### config.mk
export PLATFORM = sky130hd
export DESIGN_NAME = mwpd_mixer
export DESIGN_NICKNAME = d
export VERILOG_FILES = /design/src/rtl/mwpd_pkg.sv /design/src/rtl/mwpd_mixer.sv
export SDC_FILE = /design/constraint.sdc
export NUM_CORES = 2
export LEC_CHECK = 0
export ABC_AREA = 0
export BUFFER_PORTS_ARGS = -buffer_cell sky130_fd_sc_hd__buf_4
export CELL_PAD_IN_SITES_DETAIL_PLACEMENT = 1
export CELL_PAD_IN_SITES_GLOBAL_PLACEMENT = 1
export CORE_AREA = 2 2 276 278
export DETAILED_ROUTE_END_ITERATION = 8
export DIE_AREA = 0 0 278 280
export GPL_TIMING_DRIVEN = 0
export HOLD_SLACK_MARGIN = 0.15
export PLACE_DENSITY = 0.83
export SLEW_MARGIN = 25
export SYNTH_ARGS = -nofsm -noshare
export SYNTH_HDL_FRONTEND = slang
export SYNTH_SLANG_ARGS = --single-unit
### constraint.sdc
create_clock -name clk -period 8.9 [get_ports clk]
set_input_delay 0.445 -clock clk [delete_from_list [all_inputs] [get_ports clk]]
set_output_delay 0.445 -clock clk [all_outputs]
set_load 0.005 [all_outputs]
### src/rtl/mwpd_pkg.sv
// Shared types, widths, codes and reset values for the mecanum wheel PI drive.
package mwpd_pkg;

    localparam int WHEEL_COUNT       = 4;
    localparam int POSITION_BITS_DEF = 32;

    localparam int GAIN_W     = 16;
    localparam int ROT_GAIN_W = 16;
    localparam int LIMIT_W    = 14;
    localparam int COORD_W    = 32;
    localparam int DELTA_W    = 16;
    localparam int TARGET_W   = 32;
    localparam int BIAS_W     = 32;
    localparam int ACC_W      = 15;
    localparam int MAG_W      = 14;
    localparam int DIR_W      = 2;

    localparam int CFG_INDEX_W = 2;
    localparam int CFG_DATA_W  = 16;

    localparam logic [CFG_INDEX_W-1:0] REG_PROP_GAIN     = 2'd0;
    localparam logic [CFG_INDEX_W-1:0] REG_INTEG_GAIN    = 2'd1;
    localparam logic [CFG_INDEX_W-1:0] REG_ROTATION_GAIN = 2'd2;
    localparam logic [CFG_INDEX_W-1:0] REG_PWM_LIMIT     = 2'd3;

    localparam logic signed [GAIN_W-1:0] PROP_GAIN_RST     = 16'sd0;
    localparam logic signed [GAIN_W-1:0] INTEG_GAIN_RST    = 16'sd0;
    localparam logic [ROT_GAIN_W-1:0]    ROTATION_GAIN_RST = 16'd40534;
    localparam logic [LIMIT_W-1:0]       PWM_LIMIT_RST     = 14'd7200;

    localparam logic [DIR_W-1:0] DIR_STOP = 2'd0;
    localparam logic [DIR_W-1:0] DIR_FWD  = 2'd1;
    localparam logic [DIR_W-1:0] DIR_REV  = 2'd2;

    localparam int IN_DATA_W  = 168;
    localparam int OUT_DATA_W = 64;

    typedef struct packed {
        logic [6:0]                pad;
        logic signed [DELTA_W-1:0] enc_delta_d;
        logic signed [DELTA_W-1:0] enc_delta_c;
        logic signed [DELTA_W-1:0] enc_delta_b;
        logic signed [DELTA_W-1:0] enc_delta_a;
        logic signed [COORD_W-1:0] target_rot;
        logic signed [COORD_W-1:0] target_y;
        logic signed [COORD_W-1:0] target_x;
        logic                      clear_all;
    } in_item_t;

    typedef struct packed {
        logic [MAG_W-1:0] mag_d;
        logic [DIR_W-1:0] dir_d;
        logic [MAG_W-1:0] mag_c;
        logic [DIR_W-1:0] dir_c;
        logic [MAG_W-1:0] mag_b;
        logic [DIR_W-1:0] dir_b;
        logic [MAG_W-1:0] mag_a;
        logic [DIR_W-1:0] dir_a;
    } out_item_t;

    typedef struct packed {
        logic load;
        logic mul;
        logic add;
        logic trunc;
    } mix_ctl_t;

    typedef struct packed {
        logic load;
        logic clear;
        logic bias;
        logic diff;
        logic prod;
        logic sum;
        logic commit;
    } lane_ctl_t;

endpackage

### src/rtl/mwpd_mixer.sv
// Mecanum mixing: turns the X, Y and rotation targets into the two wheel position targets.
module mwpd_mixer
(
    input  logic                                  clk,
    input  mwpd_pkg::mix_ctl_t                    ctl,
    input  logic signed [mwpd_pkg::COORD_W-1:0]   target_x,
    input  logic signed [mwpd_pkg::COORD_W-1:0]   target_y,
    input  logic signed [mwpd_pkg::COORD_W-1:0]   target_rot,
    input  logic [mwpd_pkg::ROT_GAIN_W-1:0]       rotation_gain,
    output logic signed [mwpd_pkg::TARGET_W-1:0]  target_plus,
    output logic signed [mwpd_pkg::TARGET_W-1:0]  target_minus
);

    localparam int SUMD_W = mwpd_pkg::COORD_W + 1;
    localparam int RG_W   = mwpd_pkg::COORD_W + mwpd_pkg::ROT_GAIN_W + 1;
    localparam int RAW_W  = SUMD_W + 17;
    localparam int FRAC_W = 24;
    localparam int TQ_W   = RAW_W - FRAC_W;

    logic signed [mwpd_pkg::COORD_W-1:0]  x_reg;
    logic signed [mwpd_pkg::COORD_W-1:0]  y_reg;
    logic signed [mwpd_pkg::COORD_W-1:0]  rot_reg;
    logic signed [SUMD_W-1:0]             dxy_reg;
    logic signed [SUMD_W-1:0]             sxy_reg;
    logic signed [RG_W-1:0]               rg_reg;
    logic signed [RG_W-1:0]               rg_next;
    logic signed [RAW_W-1:0]              raw_p_reg;
    logic signed [RAW_W-1:0]              raw_m_reg;
    logic signed [RAW_W-1:0]              raw_p_next;
    logic signed [RAW_W-1:0]              raw_m_next;
    logic signed [RAW_W-1:0]              rnd_p;
    logic signed [RAW_W-1:0]              rnd_m;
    logic signed [TQ_W-1:0]               tq_p;
    logic signed [TQ_W-1:0]               tq_m;
    logic signed [mwpd_pkg::TARGET_W-1:0] tp_reg;
    logic signed [mwpd_pkg::TARGET_W-1:0] tm_reg;

    assign rg_next = RG_W'(rot_reg) * RG_W'($signed({1'b0, rotation_gain}));

    assign raw_p_next = (RAW_W'(dxy_reg) <<< 16) + RAW_W'(rg_reg);
    assign raw_m_next = (RAW_W'(sxy_reg) <<< 16) - RAW_W'(rg_reg);

    // Truncation toward zero: negative values are biased up before the shift.
    assign rnd_p = raw_p_reg
        + $signed({{(RAW_W-FRAC_W){1'b0}}, {FRAC_W{raw_p_reg[RAW_W-1]}}});
    assign rnd_m = raw_m_reg
        + $signed({{(RAW_W-FRAC_W){1'b0}}, {FRAC_W{raw_m_reg[RAW_W-1]}}});
    assign tq_p  = TQ_W'(rnd_p >>> FRAC_W);
    assign tq_m  = TQ_W'(rnd_m >>> FRAC_W);

    always_ff @(posedge clk)
    begin
        if (ctl.load)
        begin
            x_reg   <= target_x;
            y_reg   <= target_y;
            rot_reg <= target_rot;
        end
        if (ctl.mul)
        begin
            rg_reg  <= rg_next;
            dxy_reg <= SUMD_W'(y_reg) - SUMD_W'(x_reg);
            sxy_reg <= SUMD_W'(x_reg) + SUMD_W'(y_reg);
        end
        if (ctl.add)
        begin
            raw_p_reg <= raw_p_next;
            raw_m_reg <= raw_m_next;
        end
        if (ctl.trunc)
        begin
            tp_reg <= mwpd_pkg::TARGET_W'(tq_p);
            tm_reg <= mwpd_pkg::TARGET_W'(tq_m);
        end
    end

    assign target_plus  = tp_reg;
    assign target_minus = tm_reg;

endmodule

======== After elaboration in Yosys (flattened, before gate mapping) ========
Index checks and enable logic that the tools add are counted.
storage, ports and cells
  output and inout port bits .............. 64
  logic and storage cells ................. 17
  register bits after elaboration ......... 363
  input port bits ......................... 117
cells by class
  multiply operators ...................... 1
  $add $sub $neg .......................... 6
operators by type and width
  operator                                        number
  50-bit by 25-bit adder with 50-bit output       2
  49-bit by 49-bit adder with 50-bit output       1
  49-bit by 49-bit subtractor with 50-bit output  1
  32-bit by 17-bit multiplier with 49-bit output  1
  32-bit by 32-bit adder with 33-bit output       1
  32-bit by 32-bit subtractor with 33-bit output  1

======== Depth between registers and ports, before layout ========
  depth after elaboration ................. 1
  mapped depth ............................ 26
  depth with buffers taken out ............ 25

======== Worst setup path after synthesis ========
No wires, ideal clock.
  path type ............................... input -> register
  start ................................... in rotation_gain[2] (netlist bit)
  end ..................................... reg rg_reg[43] (data pin)
  path slack .............................. 2.214 ns
  cell stages on the path ................. 22
  setup time .............................. 0.272 ns
  buffers on the path ..................... 1
  data required time ...................... 8.628 ns
  arrival time ............................ 6.415 ns
  path through ............................ clkbuf_1 and2_1 fa_1 inv_1 fa_1 fa_1 inv_1 fa_1 fa_1 inv_1 fa_1 inv_1 ha_1 nand4_2 nor4_2 nor3_1 o311ai_4 a21oi_2 o31ai_2 a31oi_2 nor4bb_1 or4_1
between the ends
  word-level cells in the longest chain between the ends .. 1
RTL lines
  element                                         RTL line          text
  from (decl)                                     mwpd_mixer.sv:9   input logic [mwpd_pkg::ROT_GAIN_W-1:0] rotation_gain,
  32-bit by 17-bit multiplier with 49-bit output  mwpd_mixer.sv:38  assign rg_next = RG_W'(rot_reg) * RG_W'($signed({1'b0, rotation_gain}));
  net rg_next[43]                                 mwpd_mixer.sv:26  logic signed [RG_W-1:0] rg_next;
  to (signal assigned)                            mwpd_mixer.sv:61  rg_reg <= rg_next;
  to (decl)                                       mwpd_mixer.sv:25  logic signed [RG_W-1:0] rg_reg;
The timed path passes the listed nets, and every way through them passes these cells.
A chain may end at the register's enable or synchronous reset.

======== Worst setup path after layout ========
  start ................................... reg rot_reg[9] (netlist bit)
  end ..................................... reg rg_reg[47] (data pin)
between the ends
  word-level cells in the longest chain between the ends .. 1
RTL lines
  element                                         RTL line          text
  from (decl)                                     mwpd_mixer.sv:22  logic signed [mwpd_pkg::COORD_W-1:0] rot_reg;
  from (signal assigned)                          mwpd_mixer.sv:57  rot_reg <= target_rot;
  32-bit by 17-bit multiplier with 49-bit output  mwpd_mixer.sv:38
  net rg_next[47]                                 mwpd_mixer.sv:26
The timed path passes the listed nets, and every way through them passes these cells.

==> flow_metrics.tcl <==
set metrics [dict create \
    clockRootBuffer "clkbuf_16" \
    post-synth-top-area-fraction_pct 28.68 \
    number_of_levels_the_h_tree_was_split_into 2 \
    setup_tns_ns 0 \
    io-pin-count 181 \
    die_y_um 280 \
    finalSetupViolations 0 \
    area.growth.synth_to_final_pct 13.21 \
    core.rowCount 101 \
    final_max_slew_viol_count 0 \
    synth_top_cells_by_area "edfxtp_1 (29%), fa_1 (26%), ha_1 (9.7%)" \
    gp_congestion 0.9490 \
    timing.critical_path.from_type "flip-flop" \
    synth_area_mm2 0.03780 \
    wire_length_of_the_first_global_routing_pass_um 173900 \
    yosysUniqueCellTypes 82 \
    avgRoutedWirePerCell_um 21.95 \
    die-area_mm2 0.07784 \
    post-synth-top-area-cell "edfxtp_1" \
    period_minus_slack_ns 8.191 \
    worst_clock_skew_ns 0.02834 \
    ys.flop_type "edfxtp_1" \
    synthMostInstantiatedCell "inv_1" \
    critical_path_class "reg -> reg" \
    worst_slew_pin_slew_ns 1.048 \
    route.detailed.vias_per_inst 5.499 \
    grt_pass1_vias 31330 \
    maximum_number_of_pins_on_one_net_before_global_route_repair 115 \
    syn-mean-instance-area_um2 10.18 \
    worst_setup_hold_path_clk_slew_ns 0.07 \
    final_nets 4940 \
    timing.critical_path.fanout_max 10 \
    grt_use_total_pct 28.95 \
    antenna-diode-count 0 \
    slew_headroom_pct 28.32 \
    largest_reg_flops 50 \
    synth_enable_flop_cells 361 \
    worst_hold_path.num_cells 2 \
    largest_buffer_count_on_any_clock_path 3 \
    worst_hold_startpoint "rotation_gain[0]" \
    via_count 27760 \
    cap_violations 0 \
    postSynthCellCount 3713 \
    min_period_over_period_pct 92.03 \
    critPathArrivalTime_ns 8.46 \
    starting_density_of_the_core_pct 50.27 \
    route.antenna.remaining_nets 0 \
    cts_tree "built" \
    synthesis.nets 4616 \
    drtIter0Drc 1495 \
    numCtsBuffers 44 \
    firstDrtPassIters 6 \
    drive_above_1_share_pct 7.125 \
    clkLatencyLatePin_ns 0.62 \
    timing.critical_path.to_type "flip-flop" \
    dp.final_hpwl_um 88570 \
    critical_path.startpoint "rot_reg[9]" \
    status "completed" \
    initial_antenna_violation_count 0 \
    floorplan.core_area_mm2 0.07519 \
    synth.yosys.warnings 0 \
    r2r_start "rot_reg[9]" \
    die_width_um 278 \
    drc_errors 0 \
    synth_async_sr_flop_share_pct 0 \
    ys_seq_area_share_pct 28.68 \
    crit_required_ns 9.17 \
    wirelength_um 110800 \
    maxClockFrequency_mhz 122.1 \
    numClockSinks 361 \
    hold_viol_final 0 \
    io_buffers 180 \
    unrepaired_setup_endpoints_after_global_routing "false" \
    grt_total_ovfl 0 \
    min_path_type "in -> reg" \
    ys_top_cells_by_count "inv_1 (720), fa_1 (492), nand2_1 (385)" \
    synth_seq_cells 361 \
    cell_count_of_the_worst_reg_to_reg_path 22 \
]
## stage by stage
| step | hold WS, ns | util, % | instance area (µm²) | setup WS (ns) | std cells |
|---|---|---|---|---|---|
| after global placement | 0.4667 | 53.70 | 40380 | 0.9942 | 4871 |
| after global routing | 0.2408 | 56.91 | 42790 | 0.5602 | 5048 |
| after detailed placement | 0.4848 | 53.75 | 40420 | 0.8879 | 4873 |
| after CTS | 0.2167 | 56.91 | 42790 | 1.156 | 5048 |
| final | 0.2539 | 56.91 | 42790 | 0.7090 | 5048 |
| after floorplan | 0.4510 | - | 37800 | 2.214 | 3713 |
## path summary, 6_finish.rpt
kind                  end  slack (ns)
min             rg_reg[0]        0.25
min reg2reg  raw_p_reg[1]        0.49
max reg2reg    rg_reg[47]        0.71
max            rg_reg[47]        0.71
## final cells by class
class / instances / area, µm²
plain buffers: 136 / 560.5
repair buffers: 278 / 2359
clock inverters: 26 / 276.5
flip-flops and latches: 361 / 10840
fillers: 8322 / 32400
clock buffers: 53 / 1135
well taps: 978 / 1224
inverters: 720 / 2703
multi-input cells: 2496 / 23700
## logic make-up after synthesis
| kind of cell | after synthesis | share of synthesized area [%] |
|---|---|---|
| simple gates | 976 | 12.83 |
| buf+inv | 856 | 8.632 |
| fa+ha+maj | 786 | 35.79 |
| compound gates | 506 | 8.768 |
| flops | 361 | 28.68 |
| xor+xnor | 223 | 5.167 |
| mux | 5 | 0.1357 |
## per-layer routing
layer | wire, µm | global-route usage [%] | part of all wire (%)
met3 | 6326 | 4.480 | 5.7
met1 | 43620 | 34.54 | 39
met5 | 0 | 0 | 0
met2 | 55470 | 51.96 | 50
met4 | 5412 | 12.36 | 4.9
## critical path: stages (launching register included)
cell,delay [ns]
edfxtp_1,0.50
clkbuf_1,0.37
and2_1,0.30
fa_1,0.51
inv_1,0.05
fa_1,0.45
fa_1,0.57
inv_1,0.06
fa_1,0.52
fa_1,0.57
inv_1,0.07
fa_1,0.56
inv_1,0.05
ha_1,0.40
nand4_2,0.18
nor4_2,0.37
nor3_1,0.19
o311ai_4,0.33
a21oi_2,0.17
o31ai_2,0.34
a31oi_2,0.21
mux2i_1,0.16
a2111oi_0,0.92
## timing repair
action                     CTS  global route
hold buffers                96             0
setup endpoints to repair    0             0
setup buffers                0             0
gates resized for setup      0             0
hold endpoints to repair    96             0
## placed cells by master (no fill, tap or decap), types with 24 or more instances in the layout
cell / netlist / routed
inv_1: 720 / 720
fa_1: 492 / 492
nand2_1: 385 / 385
edfxtp_1: 361 / 361
ha_1: 294 / 294
and2_1: 248 / 248
buf_4: 12 / 189
xnor2_1: 166 / 166
a21oi_1: 156 / 156
clkbuf_1: 120 / 129
nor2_1: 117 / 117
dlygate4sd3_1: 0 / 96
o21ai_0: 81 / 81
a21o_1: 79 / 79
xor2_1: 57 / 57
nand3_1: 46 / 46
clkbuf_16: 0 / 44
o21bai_1: 32 / 32
nor3_1: 32 / 32
nor2b_1: 27 / 27
and3_1: 26 / 26
nand2b_1: 25 / 25
o21a_1: 24 / 24
Power is not shown: default switching activity piles up to over one toggle a cycle in this logic, so the estimate is an artifact.
