$ cat config.mk
export PLATFORM = sky130hd
export DESIGN_NAME = mwpd_lane
export DESIGN_NICKNAME = d
export VERILOG_FILES = /design/src/rtl/mwpd_pkg.sv /design/src/rtl/mwpd_lane.sv
export SDC_FILE = /design/constraint.sdc
export NUM_CORES = 2
export LEC_CHECK = 0
export BUFFER_PORTS_ARGS = -buffer_cell sky130_fd_sc_hd__buf_2
export CORE_AREA = 3 3 312 314
export DETAILED_ROUTE_END_ITERATION = 10
export DIE_AREA = 0 0 315 317
export PLACE_DENSITY = 0.77
export RECOVER_POWER = 50
export SLEW_MARGIN = 10
export SYNTH_ARGS = -nofsm -noshare
export SYNTH_HDL_FRONTEND = slang
export SYNTH_SLANG_ARGS = --single-unit
$ cat constraint.sdc
create_clock -name clk -period 6.4 [get_ports clk]
set_input_delay 1.28 -clock clk [delete_from_list [all_inputs] [get_ports clk]]
set_output_delay 1.28 -clock clk [all_outputs]
set_load 0.005 [all_outputs]
$ cat src/rtl/mwpd_pkg.sv
// Shared types, widths, codes and reset values for the mecanum wheel PI drive.
package mwpd_pkg;

    localparam int WHEEL_COUNT       = 4;
    localparam int POSITION_BITS_DEF = 32;

    localparam int GAIN_W     = 16;
    localparam int ROT_GAIN_W = 16;
    localparam int LIMIT_W    = 14;
    localparam int COORD_W    = 32;
    localparam int DELTA_W    = 16;
    localparam int TARGET_W   = 32;
    localparam int BIAS_W     = 32;
    localparam int ACC_W      = 15;
    localparam int MAG_W      = 14;
    localparam int DIR_W      = 2;

    localparam int CFG_INDEX_W = 2;
    localparam int CFG_DATA_W  = 16;

    localparam logic [CFG_INDEX_W-1:0] REG_PROP_GAIN     = 2'd0;
    localparam logic [CFG_INDEX_W-1:0] REG_INTEG_GAIN    = 2'd1;
    localparam logic [CFG_INDEX_W-1:0] REG_ROTATION_GAIN = 2'd2;
    localparam logic [CFG_INDEX_W-1:0] REG_PWM_LIMIT     = 2'd3;

    localparam logic signed [GAIN_W-1:0] PROP_GAIN_RST     = 16'sd0;
    localparam logic signed [GAIN_W-1:0] INTEG_GAIN_RST    = 16'sd0;
    localparam logic [ROT_GAIN_W-1:0]    ROTATION_GAIN_RST = 16'd40534;
    localparam logic [LIMIT_W-1:0]       PWM_LIMIT_RST     = 14'd7200;

    localparam logic [DIR_W-1:0] DIR_STOP = 2'd0;
    localparam logic [DIR_W-1:0] DIR_FWD  = 2'd1;
    localparam logic [DIR_W-1:0] DIR_REV  = 2'd2;

    localparam int IN_DATA_W  = 168;
    localparam int OUT_DATA_W = 64;

    typedef struct packed {
        logic [6:0]                pad;
        logic signed [DELTA_W-1:0] enc_delta_d;
        logic signed [DELTA_W-1:0] enc_delta_c;
        logic signed [DELTA_W-1:0] enc_delta_b;
        logic signed [DELTA_W-1:0] enc_delta_a;
        logic signed [COORD_W-1:0] target_rot;
        logic signed [COORD_W-1:0] target_y;
        logic signed [COORD_W-1:0] target_x;
        logic                      clear_all;
    } in_item_t;

    typedef struct packed {
        logic [MAG_W-1:0] mag_d;
        logic [DIR_W-1:0] dir_d;
        logic [MAG_W-1:0] mag_c;
        logic [DIR_W-1:0] dir_c;
        logic [MAG_W-1:0] mag_b;
        logic [DIR_W-1:0] dir_b;
        logic [MAG_W-1:0] mag_a;
        logic [DIR_W-1:0] dir_a;
    } out_item_t;

    typedef struct packed {
        logic load;
        logic mul;
        logic add;
        logic trunc;
    } mix_ctl_t;

    typedef struct packed {
        logic load;
        logic clear;
        logic bias;
        logic diff;
        logic prod;
        logic sum;
        logic commit;
    } lane_ctl_t;

endpackage

$ cat src/rtl/mwpd_lane.sv
// One wheel lane: position tracking, incremental PI step, clamp and bridge code.
module mwpd_lane
#(
    parameter int POSITION_BITS = mwpd_pkg::POSITION_BITS_DEF,
    parameter bit REVERSED      = 1'b0
)
(
    input  logic                                  clk,
    input  logic                                  rst_n,
    input  mwpd_pkg::lane_ctl_t                   ctl,
    input  logic signed [mwpd_pkg::DELTA_W-1:0]   enc_delta,
    input  logic signed [mwpd_pkg::TARGET_W-1:0]  target,
    input  logic signed [mwpd_pkg::GAIN_W-1:0]    prop_gain,
    input  logic signed [mwpd_pkg::GAIN_W-1:0]    integ_gain,
    input  logic [mwpd_pkg::LIMIT_W-1:0]          pwm_limit,
    output logic [mwpd_pkg::DIR_W-1:0]            dir,
    output logic [mwpd_pkg::MAG_W-1:0]            mag
);

    localparam int EXT_W  = (POSITION_BITS > mwpd_pkg::BIAS_W) ? POSITION_BITS
                                                                : mwpd_pkg::BIAS_W;
    localparam int DIFF_W = mwpd_pkg::BIAS_W + 1;
    localparam int PROD_W = DIFF_W + mwpd_pkg::GAIN_W;
    localparam int SUM_W  = PROD_W + 2;
    localparam int Q_W    = SUM_W - 8;

    logic signed [POSITION_BITS-1:0]      pos_reg;
    logic signed [POSITION_BITS-1:0]      pos_base;
    logic signed [EXT_W-1:0]              pos_ext;
    logic signed [mwpd_pkg::BIAS_W-1:0]   bias_reg;
    logic signed [mwpd_pkg::BIAS_W-1:0]   prev_reg;
    logic signed [DIFF_W-1:0]             dbias_reg;
    logic signed [PROD_W-1:0]             pprod_reg;
    logic signed [PROD_W-1:0]             iprod_reg;
    logic signed [SUM_W-1:0]              sum_reg;
    logic signed [SUM_W-1:0]              sum_next;
    logic signed [SUM_W-1:0]              rnd;
    logic signed [Q_W-1:0]                q;
    logic signed [Q_W-1:0]                lim_pos;
    logic signed [Q_W-1:0]                lim_neg;
    logic signed [Q_W-1:0]                clamped;
    logic signed [mwpd_pkg::ACC_W-1:0]    acc_reg;
    logic signed [mwpd_pkg::ACC_W-1:0]    acc_neg;

    assign pos_base = ctl.clear ? '0 : pos_reg;
    assign pos_ext  = EXT_W'(pos_reg);

    assign sum_next = (SUM_W'(acc_reg) <<< 8) + SUM_W'(pprod_reg) + SUM_W'(iprod_reg);

    // The PI sum carries eight fraction bits; it is truncated toward zero.
    assign rnd     = sum_reg + $signed({{(SUM_W-8){1'b0}}, {8{sum_reg[SUM_W-1]}}});
    assign q       = Q_W'(rnd >>> 8);
    assign lim_pos = Q_W'($signed({1'b0, pwm_limit}));
    assign lim_neg = -lim_pos;

    always_comb
    begin
        if (q > lim_pos)
            clamped = lim_pos;
        else if (q < lim_neg)
            clamped = lim_neg;
        else
            clamped = q;
    end

    always_ff @(posedge clk or negedge rst_n)
    begin
        if (!rst_n)
        begin
            pos_reg  <= '0;
            prev_reg <= '0;
            acc_reg  <= '0;
        end
        else
        begin
            if (ctl.load)
                pos_reg <= pos_base + POSITION_BITS'(enc_delta);
            if (ctl.load && ctl.clear)
            begin
                prev_reg <= '0;
                acc_reg  <= '0;
            end
            else if (ctl.commit)
            begin
                prev_reg <= bias_reg;
                acc_reg  <= mwpd_pkg::ACC_W'(clamped);
            end
        end
    end

    always_ff @(posedge clk)
    begin
        if (ctl.bias)
            bias_reg <= $signed(pos_ext[mwpd_pkg::BIAS_W-1:0] - target);
        if (ctl.diff)
            dbias_reg <= DIFF_W'(bias_reg) - DIFF_W'(prev_reg);
        if (ctl.prod)
        begin
            pprod_reg <= PROD_W'(prop_gain) * PROD_W'(dbias_reg);
            iprod_reg <= PROD_W'(integ_gain) * PROD_W'(bias_reg);
        end
        if (ctl.sum)
            sum_reg <= sum_next;
    end

    assign acc_neg = -acc_reg;

    always_comb
    begin
        if (acc_reg == '0)
        begin
            dir = mwpd_pkg::DIR_STOP;
            mag = '0;
        end
        else if (!acc_reg[mwpd_pkg::ACC_W-1])
        begin
            dir = REVERSED ? mwpd_pkg::DIR_REV : mwpd_pkg::DIR_FWD;
            mag = acc_reg[mwpd_pkg::MAG_W-1:0];
        end
        else
        begin
            dir = REVERSED ? mwpd_pkg::DIR_FWD : mwpd_pkg::DIR_REV;
            mag = acc_neg[mwpd_pkg::MAG_W-1:0];
        end
    end

endmodule

# [Word-level counts from Yosys, hierarchy flattened]
# Cells that the tools add are included.
# W data, S select, Z words.
[totals] reg_bits=292 inputBits=103 output_inout_bits=16 wordCells=34
[classes] n_addsub=8 n_mul=2 order_cmp=2 mux=11 n_reduce_logical=3
[op_table] operator="$mux W32" n=3
[op_table] operator="$mux W15" n=4
[op_table] operator="$add A50 B48 Y51" n=1
[op_table] operator="$add A51 B9 Y51" n=1
[op_table] operator="$add A23 B49 Y50" n=1
[op_table] operator="$mul A16 B33 Y49" n=1
[op_table] operator="$mul A16 B32 Y48" n=1
[op_table] operator="$gt A43 B15 Y1" n=1
[op_table] operator="$lt A43 B43 Y1" n=1
[op_table] operator="$neg A14 Y43" n=1
[op_table] operator="$sub A32 B32 Y33" n=1
[op_table] operator="$add A32 B16 Y32" n=1
[op_table] operator="$sub A32 B32 Y32" n=1
[op_table] operator="$mux W14" n=2
[op_table] operator="$logic_not A15 Y1" n=1
[op_table] operator="$neg A14 Y14" n=1
[op_table] operator="$mux W2" n=2
[op_table] operator="$reduce_bool A2 Y1" n=1
[op_table] operator="$logic_and A1 B1 Y1" n=1

# [Longest topological paths before layout]
[logic_depth] depth_word=6 ltp_mapped=26

# [Worst setup path before layout]
# No wires, ideal clock.
[synth_timing] path_type="in2reg" startpoint="input prop_gain[15] (netlist name)" endpoint="register pprod_reg[43] (data pin)" setup_ns=0.265 t_arrival_ns=7.157 path_slack_ns=-1.022 path_stages=23 n_path_buf=3 cell_sequence="inv_1 -> clkbuf_1 -> buf_1 -> nor2_1 -> fa_1 -> fa_1 -> fa_1 -> fa_1 -> fa_1 -> inv_1 -> fa_1 -> inv_1 -> ha_1 -> clkbuf_1 -> and3_1 -> and3_1 -> a221oi_1 -> o21ai_0 -> o21bai_1 -> a21oi_1 -> a2111oi_1 -> o21ai_0 -> xor2_1"
[synth_between] elab_chain_cells=1
[synth_lines] item="start, declared" line="mwpd_lane.sv:13" source="input logic signed [mwpd_pkg::GAIN_W-1:0] prop_gain,"
[synth_lines] item="$mul A16 B33 Y49" line="mwpd_lane.sv:99" source="pprod_reg <= PROD_W'(prop_gain) * PROD_W'(dbias_reg);"
[synth_lines] item="end signal, assigned" line="mwpd_lane.sv:99"
[synth_lines] item="end, declared" line="mwpd_lane.sv:33" source="logic signed [PROD_W-1:0] pprod_reg;"
# Every way passes these cells.
# A chain may end at the register's enable or synchronous reset.

# [Worst setup path after layout]
[layout_timing] startpoint="input prop_gain[9] (netlist name)" endpoint="register pprod_reg[35] (data pin)"
# Same word-level chain as after synthesis.

==> reports/summary.txt <==
outcome -> finished with violations
failing checks -> capacitance limit, slew limit, setup timing
final setup fails -> 34
critical path arrival -> 7120 ps
Area Overhead vs Synth -> 17.7%
Skew-Pair Late Insertion Delay -> 580 ps
commonest non-fill, non-tap cell in the layout -> inv_1
vias in the first global route -> 48100
number of synthesized flops with an enable pin -> 213
area post-placement -> 63500 sq um
Startpoint Class -> input pin
combinational family with the most area after synthesis -> adder cells
placed cell count -> 7842
Max Cap Viol -> 6
CTS clk-pin slew, worst paths -> 60 ps
dpl hpwl -> 123000 microns
drc violations -> 0
clock buffer depth -> 3
gr usage total -> 31.3%
kind of critical path -> in2reg
row count -> 113
CP max-delay cell -> fa_2
max_slew headroom -> -189%
CTS Root Cell -> clkbuf_16
global placement routability congestion -> 0.941
Async SR Flop Fraction -> 27.1%
num ports -> 119
TritonCTS Buffers -> 35
Final Hold Viols -> 0
Adder-Cell Fraction of Synth Area -> 46.1%
post-synthesis xor/xnor area fraction -> 4.36%
chip width -> 315 microns
Synth Register Bits -> 292
Die Ht -> 317 microns
fin cells -> 7968
Vias -> 44900
R2R depth -> 24
RSZ-0062 raised after global routing -> true
pin slew with the least headroom to its limit -> 4330 ps
DR pass1 iterations -> 8
Die Footprint -> 99900 sq um
Post-Synth Simple-Gate Area -> 15.3%
r2r startpoint -> dbias_reg[7]
Peak Freq -> 0.148 GHz
Critical path buffers and inverters -> 10
Hold WC Path Type -> reg2reg
final worst-path cycle share -> 106%
number of I/O port buffers -> 118
worst hold start -> prev_reg[14]
Synth warnings -> 0
first-pass GRT wire length -> 247000 microns
Syn Area/Cell -> 9.27 sq um
grt ovf -> 0
Starting DRT DRC Count -> 3332
clk sinks -> 292
sequential-to-total area share from yosys stat -> 14.7%
mapped cell area -> 56900 sq um
layout cells sized above 1 -> 17.3%
CTS tree -> yes
Initial Utilization -> 60.0%
Post-CTS Hold Buffers -> 0
commonest cells after routing, fill and taps aside -> inv_1 (1233), fa_1 (974), nand2_1 (715), buf_4 (484), ha_1 (413)
Net Count, Synth -> 7721
multiplexer share of the synthesized area -> 0.697%
max FFs per register -> 51
Yosys cell types -> 86
CP Capture Type -> register
initial antenna violation count -> 1
WL final -> 154000 microns
post-detailed-route count of antenna-violating nets -> 0
DP Worst Slack -> -1250 ps
max-slew violation count -> 280
post-synthesis compound-gate area fraction -> 8.92%
routed len/inst -> 19.3 microns
worst setup margin -> -369 ps
Synth Flop Type -> edfxtp_1
Post-Synthesis Cells -> 6140
CP Data Required Time -> 6750 ps
hold depth -> 1
CP peak stage delay -> 610 ps
FF-to-FF End -> pprod_reg[35]
critical path peak fanout -> 12
worst hold path endpoint -> prev_reg[14]
worst reg-to-reg setup slack -> -140 ps
final clock skew -> 47.3 ps
largest net degree at the start of global routing -> 79
Core ar. -> 94900 sq um
Final Cell Area -> 67000 sq um
H-tree depth -> 2
family with the most delay on the worst path -> adder cells
nets -> 8257
Final Critical Period -> 6770 ps
vias per cell -> 5.63
worst max path at each step:
stage	cells after the start	to	slack [ps]	start
2_1_floorplan	23	pprod_reg[47]	-490	prop_gain[15]
3_3_place_gp	25	pprod_reg[48]	-1220	prop_gain[3]
3_5_place_dp	25	pprod_reg[48]	-1250	prop_gain[1]
4_1_cts	24	pprod_reg[44]	-350	prop_gain[5]
5_1_grt	26	pprod_reg[35]	-490	prop_gain[9]
6_report	26	pprod_reg[35]	-370	prop_gain[9]
area by class of cell:
cell class,count,area (sq um)
Tap cell,1265,1580
Inverter,1278,4810
Clock buffer,46,970
Antenna cell,2,5.00
Clock inverter,16,186
Multi-Input combinational cell,4356,44700
Timing Repair Buffer,713,6380
Sequential cell,292,8370
Fill cell,6793,27900
stage by stage:
step           util, %  TNS, ps  hold WS [ps]
5_1_grt           70.6   -11470           521
3_3_place_gp      66.9   -47900           470
3_5_place_dp      66.9   -54430           489
2_1_floorplan        -    -6960           454
4_1_cts           69.6    -4580           503
6_report          70.6    -5720           506
cells in the mapped netlist (6+ instances only):
cell type | instances | area share [%]
inv_1 | 1277 | 8.4
fa_1 | 1031 | 36
nand2_1 | 744 | 4.9
ha_1 | 447 | 9.8
and2_1 | 431 | 4.7
a21oi_1 | 243 | 2.1
xnor2_1 | 214 | 3.3
edfxtp_1 | 213 | 11
nor2_1 | 211 | 1.4
clkbuf_1 | 202 | 1.3
o21ai_0 | 130 | 1.1
a21o_1 | 100 | 1.3
dfrtp_1 | 79 | 3.5
nand3_1 | 70 | 0.62
xor2_1 | 69 | 1.1
nor2b_1 | 65 | 0.71
nor3_1 | 55 | 0.48
nand2b_1 | 54 | 0.59
nand4_1 | 47 | 0.52
and3_1 | 35 | 0.38
o21a_1 | 33 | 0.44
a22o_1 | 32 | 0.49
o21bai_1 | 30 | 0.40
mux2_2 | 28 | 0.55
a31oi_1 | 26 | 0.29
o211ai_1 | 22 | 0.29
a211oi_1 | 20 | 0.26
or2_2 | 18 | 0.20
o31ai_1 | 15 | 0.20
or3_1 | 13 | 0.14
o2111ai_1 | 11 | 0.17
o311ai_1 | 10 | 0.15
a2111oi_0 | 9 | 0.14
a21boi_0 | 9 | 0.12
nor4_1 | 9 | 0.099
and4_1 | 8 | 0.12
a221oi_1 | 7 | 0.11
a31o_2 | 7 | 0.11
mux2i_1 | 7 | 0.12
nor3b_1 | 6 | 0.079
logic make-up after synthesis:
kind of cell             Yosys count
AO/OA/AOI/OAI                    775
XOR/XNOR                         283
adder cells (fa/ha/maj)         1478
buffers and inverters           1492
flip-flops                       292
multiplexers                      36
AND/OR/NAND/NOR                 1784
per-layer routing:
metal | routed length [microns] | GRT usage (%) | up-vias
met1 | 59300 | 38.7 | 22300
li1 | - | - | 20300
met2 | 74000 | 52.7 | 1762
met3 | 11300 | 5.51 | 476
met5 | 0 | 0 | -
met4 | 9290 | 16.6 | 0
repair_timing:
item	CTS	global route
setup buffers	39	35
endpoints found under the setup margin	54	49
gates cloned	5	4
gates resized for setup	247	206
pin swaps	144	165
Power is not shown: default switching activity piles up to over one toggle a cycle in this logic, so the estimate is an artifact.
